File: src/rtl/hsv_pkg.sv
`timescale 1ns / 1ps
// ============================================================================
// hsv_pkg
// Shared widths, fixed-point constants, beat types and the sector routing
// table for the HSV to RGBA8 converter.
// ============================================================================
package hsv_pkg;

   // Fixed-point formats.
   localparam int HUE_FRAC_BITS  = 6;
   localparam int UNIT_FRAC_BITS = 16;

   // Field widths.
   localparam int HUE_W   = 20;
   localparam int UNIT_W  = 17;
   localparam int ALPHA_W = 18;
   localparam int BYTE_W  = 8;
   localparam int BYTE_MAX = (1 << BYTE_W) - 1;

   localparam int UNIT_ONE = 1 << UNIT_FRAC_BITS;

   // One sector spans 60 degrees, which is 15 * 2^SPAN_LOW_BITS hue units.
   localparam int SECTORS       = 6;
   localparam int STEP_SPAN     = 15;
   localparam int SPAN_LOW_BITS = HUE_FRAC_BITS + 2;
   localparam int SECTOR_SPAN   = STEP_SPAN << SPAN_LOW_BITS;
   localparam int HUE_FULL      = SECTORS * SECTOR_SPAN;

   // A multiple of the full turn that lifts every hue to a non-negative value.
   localparam int WRAP_OFS = (((1 << (HUE_W - 1)) + HUE_FULL - 1) / HUE_FULL) * HUE_FULL;
   localparam int WRAP_W   = $clog2((1 << (HUE_W - 1)) + WRAP_OFS);

   // The coarse hue (low bits dropped) is reduced modulo SECTORS*STEP_SPAN.
   localparam int COARSE_W    = WRAP_W - SPAN_LOW_BITS;
   localparam int COARSE_MOD  = SECTORS * STEP_SPAN;
   localparam int RECIP_SHIFT = 20;
   localparam int RECIP       = ((1 << RECIP_SHIFT) + COARSE_MOD - 1) / COARSE_MOD;
   localparam int RECIP_W     = $clog2(RECIP + 1);
   localparam int QUOT_W      = $clog2((1 << COARSE_W) / COARSE_MOD + 1);
   localparam int STEP_W      = $clog2(COARSE_MOD);
   localparam int SECTOR_W    = $clog2(SECTORS);
   localparam int FINE_W      = $clog2(STEP_SPAN);
   localparam int REM_W       = FINE_W + SPAN_LOW_BITS;

   // Level arithmetic: level = round(v*17*(ONE*W - s*k) / 2^LVL_SHIFT).
   localparam longint SPAN_UNIT = longint'(UNIT_ONE) * longint'(SECTOR_SPAN);
   localparam int FAC_W     = $clog2(SPAN_UNIT + 1);
   localparam int PROD_W    = UNIT_W + REM_W;
   localparam int V17_W     = UNIT_W + 5;
   localparam int HALF_W    = FAC_W / 2;
   localparam int PP_W      = V17_W + ((FAC_W - HALF_W > HALF_W) ? FAC_W - HALF_W : HALF_W);
   localparam int LVL_SHIFT = 2 * UNIT_FRAC_BITS + HUE_FRAC_BITS + 2;
   localparam int SUM_W     = LVL_SHIFT + BYTE_W;
   localparam int VPROD_W   = UNIT_W + BYTE_W;
   localparam int APROD_W   = UNIT_FRAC_BITS + BYTE_W;

   // Which of the four levels feeds a color channel.
   typedef enum logic [1:0] {
      LVL_P,
      LVL_Q,
      LVL_T,
      LVL_V
   } level_sel_type;

   typedef struct packed {
      level_sel_type red;
      level_sel_type green;
      level_sel_type blue;
   } route_type;

   // Beat passed from the hue stage to the level stage.
   typedef struct packed {
      logic [SECTOR_W-1:0] sector;
      logic [REM_W-1:0]    rem;
      logic [UNIT_W-1:0]   sat;
      logic [UNIT_W-1:0]   bri;
      logic [BYTE_W-1:0]   alpha;
   } sect_beat_type;

   // Sector from the reduced coarse hue, by comparison against sector edges.
   function automatic logic [SECTOR_W-1:0] sector_of(input logic [STEP_W-1:0] step);
      logic [SECTOR_W-1:0] n;
      n = '0;
      for (int i = 1; i < SECTORS; i++) begin
         if (int'(step) >= i * STEP_SPAN) begin
            n = n + 1'b1;
         end
      end
      return n;
   endfunction

   // Per-sector routing of the levels to red, green and blue.
   function automatic route_type route_of(input logic [SECTOR_W-1:0] sector);
      route_type r;
      case (sector)
         3'd0:    r = '{red: LVL_V, green: LVL_T, blue: LVL_P};
         3'd1:    r = '{red: LVL_Q, green: LVL_V, blue: LVL_P};
         3'd2:    r = '{red: LVL_P, green: LVL_V, blue: LVL_T};
         3'd3:    r = '{red: LVL_P, green: LVL_Q, blue: LVL_V};
         3'd4:    r = '{red: LVL_T, green: LVL_P, blue: LVL_V};
         default: r = '{red: LVL_V, green: LVL_P, blue: LVL_Q};
      endcase
      return r;
   endfunction

endpackage

File: src/rtl/hsv_if.sv
`timescale 1ns / 1ps
// ============================================================================
// hsv_if
// Valid/ready channel interfaces for HSV pixel beats and RGBA byte beats.
// ============================================================================
interface hsv_req_if import hsv_pkg::*; ();
   logic                      valid;
   logic                      ready;
   logic signed [HUE_W-1:0]   hue;
   logic        [UNIT_W-1:0]  saturation;
   logic        [UNIT_W-1:0]  brightness;
   logic signed [ALPHA_W-1:0] opacity;

   modport source (output valid, hue, saturation, brightness, opacity, input ready);
   modport sink   (input valid, hue, saturation, brightness, opacity, output ready);
endinterface


File: src/rtl/hsv_sector.sv
`timescale 1ns / 1ps
// ============================================================================
// hsv_sector
// Two pipeline stages: hue wrap and sector split, input clamping, alpha byte.
// ============================================================================
module hsv_sector import hsv_pkg::*; (
   input  logic          clock,
   input  logic          reset,
   hsv_req_if.sink       req_chan,
   output logic          out_valid,
   input  logic          out_ready,
   output sect_beat_type out_beat
);

   // Stage A: offset hue, reciprocal quotient, clamps, alpha.
   logic                va_ff;
   logic [COARSE_W-1:0] coarse_a_ff;
   logic [SPAN_LOW_BITS-1:0] low_a_ff;
   logic [QUOT_W-1:0]   quot_a_ff;
   logic [UNIT_W-1:0]   sat_a_ff;
   logic [UNIT_W-1:0]   bri_a_ff;
   logic [BYTE_W-1:0]   alpha_a_ff;

   // Stage B: sector and remainder.
   logic                vb_ff;
   logic [SECTOR_W-1:0] sector_b_ff;
   logic [REM_W-1:0]    rem_b_ff;
   logic [UNIT_W-1:0]   sat_b_ff;
   logic [UNIT_W-1:0]   bri_b_ff;
   logic [BYTE_W-1:0]   alpha_b_ff;

   logic ready_a;
   logic ready_b;

   logic [WRAP_W-1:0]           wrap_in;
   logic [COARSE_W+RECIP_W-1:0] recip_prod;
   logic [QUOT_W-1:0]           quot_in;
   logic [UNIT_W-1:0]           sat_in;
   logic [UNIT_W-1:0]           bri_in;
   logic [APROD_W-1:0]          alpha_prod;
   logic [BYTE_W-1:0]           alpha_in;
   logic                        op_ge_one;
   logic                        op_le_zero;
   logic [STEP_W-1:0]           step_in;
   logic [SECTOR_W-1:0]         sector_in;
   logic [FINE_W-1:0]           fine_in;

   assign ready_b        = !vb_ff || out_ready;
   assign ready_a        = !va_ff || ready_b;
   assign req_chan.ready = ready_a;

   always_comb begin
      wrap_in    = WRAP_W'(int'(req_chan.hue) + WRAP_OFS);
      recip_prod = wrap_in[WRAP_W-1:SPAN_LOW_BITS] * RECIP_W'(RECIP);
      quot_in    = recip_prod[RECIP_SHIFT +: QUOT_W];

      sat_in = (req_chan.saturation > UNIT_W'(UNIT_ONE)) ? UNIT_W'(UNIT_ONE)
                                                         : req_chan.saturation;
      bri_in = (req_chan.brightness > UNIT_W'(UNIT_ONE)) ? UNIT_W'(UNIT_ONE)
                                                         : req_chan.brightness;

      op_ge_one  = !req_chan.opacity[ALPHA_W-1] &&
                   (req_chan.opacity[ALPHA_W-2:UNIT_FRAC_BITS] != '0);
      op_le_zero = req_chan.opacity[ALPHA_W-1] || (req_chan.opacity == '0);
      alpha_prod = APROD_W'(req_chan.opacity[UNIT_FRAC_BITS-1:0]) * APROD_W'(BYTE_MAX)
                 + APROD_W'(UNIT_ONE / 2);
      if (op_ge_one) begin
         alpha_in = BYTE_W'(BYTE_MAX);
      end else if (op_le_zero) begin
         alpha_in = '0;
      end else begin
         alpha_in = alpha_prod[UNIT_FRAC_BITS +: BYTE_W];
      end
   end

   always_comb begin
      step_in   = STEP_W'(coarse_a_ff - COARSE_W'(quot_a_ff * COARSE_MOD));
      sector_in = sector_of(step_in);
      fine_in   = FINE_W'(step_in - STEP_W'(sector_in * STEP_SPAN));
   end

   always_ff @(posedge clock) begin
      if (reset) begin
         va_ff <= 1'b0;
         vb_ff <= 1'b0;
      end else begin
         if (ready_a) begin
            va_ff <= req_chan.valid;
         end
         if (ready_b) begin
            vb_ff <= va_ff;
         end
      end
   end

   always_ff @(posedge clock) begin
      if (ready_a) begin
         coarse_a_ff <= wrap_in[WRAP_W-1:SPAN_LOW_BITS];
         low_a_ff    <= wrap_in[SPAN_LOW_BITS-1:0];
         quot_a_ff   <= quot_in;
         sat_a_ff    <= sat_in;
         bri_a_ff    <= bri_in;
         alpha_a_ff  <= alpha_in;
      end
      if (ready_b) begin
         sector_b_ff <= sector_in;
         rem_b_ff    <= {fine_in, low_a_ff};
         sat_b_ff    <= sat_a_ff;
         bri_b_ff    <= bri_a_ff;
         alpha_b_ff  <= alpha_a_ff;
      end
   end

   assign out_valid       = vb_ff;
   assign out_beat.sector = sector_b_ff;
   assign out_beat.rem    = rem_b_ff;
   assign out_beat.sat    = sat_b_ff;
   assign out_beat.bri    = bri_b_ff;
   assign out_beat.alpha  = alpha_b_ff;

   // The exact wrap must always land in one of the six sectors.
   a_sector_range: assert property (@(posedge clock) disable iff (reset)
      vb_ff |-> (sector_b_ff <= SECTOR_W'(SECTORS - 1)))
      else $error("hsv_sector: sector out of range");

   // The remainder must stay below one sector span.
   a_rem_range: assert property (@(posedge clock) disable iff (reset)
      vb_ff |-> (rem_b_ff < REM_W'(SECTOR_SPAN)))
      else $error("hsv_sector: remainder beyond sector span");

   // A blocked beat in the last stage must not vanish.
   a_hold_b: assert property (@(posedge clock) disable iff (reset)
      (vb_ff && !out_ready) |=> vb_ff)
      else $error("hsv_sector: stalled beat dropped");

endmodule

File: src/flat_wrapper.sv
// flat-port wrapper written by rule: the top's interface ports become plain ports
module hsv_sector_flat import hsv_pkg::*;
  (clock, reset, out_valid, out_ready, out_beat, req_chan_valid, req_chan_hue, req_chan_saturation, req_chan_brightness, req_chan_opacity, req_chan_ready);
  hsv_req_if req_chan_i ();
  input  logic clock;
  input  logic reset;
  output logic out_valid;
  input  logic out_ready;
  output sect_beat_type out_beat;
  input wire logic [$bits(req_chan_i.valid)-1:0] req_chan_valid;
  input wire logic [$bits(req_chan_i.hue)-1:0] req_chan_hue;
  input wire logic [$bits(req_chan_i.saturation)-1:0] req_chan_saturation;
  input wire logic [$bits(req_chan_i.brightness)-1:0] req_chan_brightness;
  input wire logic [$bits(req_chan_i.opacity)-1:0] req_chan_opacity;
  output wire logic [$bits(req_chan_i.ready)-1:0] req_chan_ready;
  assign req_chan_i.valid = req_chan_valid;
  assign req_chan_i.hue = req_chan_hue;
  assign req_chan_i.saturation = req_chan_saturation;
  assign req_chan_i.brightness = req_chan_brightness;
  assign req_chan_i.opacity = req_chan_opacity;
  assign req_chan_ready = req_chan_i.ready;
  hsv_sector u_core (.clock(clock), .reset(reset), .req_chan(req_chan_i), .out_valid(out_valid), .out_ready(out_ready), .out_beat(out_beat));
endmodule
File: config.mk
export PLATFORM = sky130hd
export DESIGN_NAME = hsv_sector_flat
export DESIGN_NICKNAME = d
export VERILOG_FILES = /design/src/rtl/hsv_pkg.sv /design/src/rtl/hsv_if.sv /design/src/rtl/hsv_sector.sv /design/src/flat_wrapper.sv
export SDC_FILE = /design/constraint.sdc
export NUM_CORES = 1
export LEC_CHECK = 0
export ABC_AREA = 1
export BUFFER_PORTS_ARGS = -buffer_cell sky130_fd_sc_hd__buf_2
export CAP_MARGIN = 25
export CORE_ASPECT_RATIO = 2
export CORE_MARGIN = 4
export CORE_UTILIZATION = 60
export CTS_CLUSTER_DIAMETER = 40
export DETAILED_ROUTE_END_ITERATION = 16
export GPL_ROUTABILITY_DRIVEN = 0
export PLACE_DENSITY_LB_ADDON = 0.05
export SKIP_LAST_GASP = 1
export SLEW_MARGIN = 0
export SYNTH_ARGS = -nofsm -noshare
export SYNTH_HDL_FRONTEND = slang
export SYNTH_SLANG_ARGS = --single-unit
File: constraint.sdc
create_clock -name clock -period 7.89 [get_ports clock]
set_input_delay 0.3945 -clock clock [delete_from_list [all_inputs] [get_ports clock]]
set_output_delay 0.3945 -clock clock [all_outputs]
set_load 0.03 [all_outputs]
==> reports/metrics.csv <==
stage,metric,value,unit
outcome,status,finished clean,
clock_tree,cts_buffers,17,
logic_synthesis,synthTopCellsByCount,"inv_1 (250), ha_1 (164), edfxtp_1 (120)",
sta,setup_viol,0,
grt,track_usage,23.9,%
logic_synthesis,synth.net_count,1370,
logic_synthesis,synth_area_leaders,"edfxtp_1 (33%), fa_1 (21%), ha_1 (19%), inv_1 (8.7%), nand2_1 (3.6%)",
sta,finalClockSkew,0.0105,ns
logic_synthesis,yosysTopAreaCellShare,33.3,%
logic_synthesis,synthMuxAreaShare,0,%
layout,antenna_cells,0,
logic_synthesis,synthCells,1017,
placement,dpl.cell_count,1362,
logic_synthesis,synth-edff-count,120,
clock_tree,clk_path_buf_depth,2,
critical_path,crit_path_top_delay_cell,fa_1,
logic_synthesis,synth_compound_area_share,4.96,%
layout,n_fill_cell,1373,
sta,hold_viol,0,
sta,maxSlewViolCount,0,
logic_synthesis,yosysMostFrequentCell,inv_1,
logic_synthesis,synthAdderAreaFrac,39.9,%
route,postRouteAntennaNets,0,
critical_path,rrSetupSlack,1.16,ns
route,vias_per_cell,5.24,
route,routed_wl,22500,µm
die,chipHeight,198,µm
die,start_util,60.8,%
logic_synthesis,synth_xor_area_share,2.49,%
logic_synthesis,syn_avg_cell_area,10.6,µm²
route,drt_iter0_drc,225,
clock_tree,cts_hold_buf,0,
worst_hold_path,hold_path_end,u_core.va_ff,
grt,grt_pass1_vias,7995,
worst_hold_path,hold_start,reset,
logic_synthesis,async_flop_share,0,%
worst_hold_path,whs_path_depth,2,
die,fp-row-count,69,
clock_tree,clock_latency,0.41,ns
die,fp.dieW,103,µm
critical_path,cpPeakStageDelay,0.53,ns
logic_synthesis,syn-cell-area,0.0108,mm²
worst_hold_path,hold_class,in -> reg,
clock_tree,htree_levels,4,
logic_synthesis,synth.largest_area_cell,edfxtp_1,
critical_path,path_max_fanout,3,
critical_path,cp.arrival,6.89,ns
sta,fmax,0.148,GHz
clock_tree,cts_tree,done,
sta,tightest_slew,0.880,ns
logic_synthesis,ys_ff_latch,122,
critical_path,critPathKind,reg -> reg,
critical_path,r2r_end,u_core.rem_b_ff[11],
grt,antenna_found_initial,0,
logic_synthesis,ys_seq_area_share,33.7,%
route,dr.pass1.iters,6,
die,die_area,0.0204,mm²
grt,grt_max_degree,66,
critical_path,cp-start-kind,flip-flop,
sta,finalCritPeriodShare,85.4,%
placement,io_buffer_count,134,
route,drcViolationCount,0,
critical_path,r2r_cells,37,
clock_tree,clockRootBuffer,clkbuf_16,
logic_synthesis,synthSimpleGateAreaFrac,10.1,%
route,wl_per_cell,16.1,µm
critical_path,worstPathRequired,8.05,ns
run,cap_violations,0,
clock_tree,cts_resized,0,
sta,period_needed,6.73,ns
critical_path,end_kind,flip-flop,
clock_tree,clk_pin_slew_worst_paths,0.06,ns
logic_synthesis,synth_top_flop_cell,edfxtp_1,
grt,grt-ovfl-total,0,
layout,area_delta_synth_final,14.7,%
clock_tree,clock-sinks,122,
logic_synthesis,ys_warn_count,0,
placement,hpwl,19100,µm
layout,layout-drive-gt1-share,16.6,%
sta,setup_tns,0,ns
logic_synthesis,synth.distinct_cells,43,
layout,instances_no_fill,1395,
grt,grt_first_pass_wirelength,37200,µm
sta,rsz0062_at_grt,no,
layout,fin_nets,1523,
logic_synthesis,synth_top_family_by_area,adder cells,
die,coreArea,0.0178,mm²
die,pin_count,135,
route,routed-via-count,7308,
sta,relSlewSlack,40.9,%
clock_tree,cts_setup_buffers,0,
critical_path,r2r_start,u_core.quot_a_ff[2],
-- area by class of cell --
cell class | instances | area [µm²] | area share, %
Tap cell | 213 | 267 | 2.15
Inverter | 253 | 950 | 7.65
Sequential cell | 122 | 3640 | 29.4
Clock inverter | 13 | 194 | 1.56
Clock buffer | 18 | 429 | 3.46
Multi-Input combinational cell | 638 | 6220 | 50.2
Timing Repair Buffer | 138 | 701 | 5.65
-- cells by family after synthesis --
group / after synthesis
compound gates: 90
xor+xnor: 29
fa+ha+maj: 277
buf+inv: 257
flops: 122
simple gates: 242
-- sequential cells by signal (all words and copies together), names as in the netlist --
signal / flops
u_core.va_ff: 1
u_core.bri_b_ff: 17
u_core.alpha_b_ff: 8
u_core.alpha_a_ff: 8
u_core.out_valid: 1
u_core.bri_a_ff: 17
u_core.sat_a_ff: 17
u_core.low_a_ff: 8
u_core.quot_a_ff: 6
u_core.coarse_a_ff: 7
u_core.sector_b_ff: 3
u_core.sat_b_ff: 17
u_core.rem_b_ff: 12
-- per-layer routing --
metal  global-route usage, %  share of wire [%]  vias up
met5                       0                  0        -
met4                    12.5                5.4        0
li1                        -                  -     3592
met2                    47.2                 60      152
met3                    2.89                3.3       57
met1                    22.7                 32     3507
-- worst max path at each step --
stage | slack, ns | startpoint | depth (start not counted) | endpoint
global route | 0.50 | u_core.quot_a_ff[2] | 37 | u_core.rem_b_ff[11]
finish | 1.16 | u_core.quot_a_ff[2] | 37 | u_core.rem_b_ff[11]
detailed placement | 1.20 | u_core.quot_a_ff[2] | 37 | u_core.rem_b_ff[11]
floorplan | 1.67 | u_core.quot_a_ff[2] | 37 | u_core.rem_b_ff[11]
global placement | 1.38 | u_core.quot_a_ff[2] | 35 | u_core.rem_b_ff[11]
CTS | 1.12 | u_core.quot_a_ff[2] | 37 | u_core.rem_b_ff[11]
-- worst max-delay path: cells and delay by family, from the launching register on --
family | cells | cell delay (ns)
AND/OR/NAND/NOR | 16 | 1.43
adder cells (fa/ha/maj) | 11 | 3.69
buffers and inverters | 7 | 0.35
flip-flops | 1 | 0.39
AO/OA/AOI/OAI | 3 | 0.60
-- through the flow --
stage	area, µm²	utilization, %	hold WS [ns]	worst slack, ns
after floorplan	10800	-	0.400	1.67
after global placement	11800	66.2	0.400	1.38
after detailed placement	11800	66.2	0.405	1.20
after CTS	12400	69.7	0.147	1.12
after global routing	12400	69.8	0.149	0.501
final	12400	69.8	0.164	1.16
-- layout by cell type (no fill, tap or decap), drive strengths merged, types with 18 or more instances in the layout --
cell    count
inv       256
ha        164
buf       138
edfxtp    120
nand2     114
fa        113
nor2       60
a21oi      43
nand3      35
o21ai      23
clkbuf     18
Power is left out: the tool's default activity adds up to more than one toggle a clock period on the data nets, which glitch-free logic cannot reach.
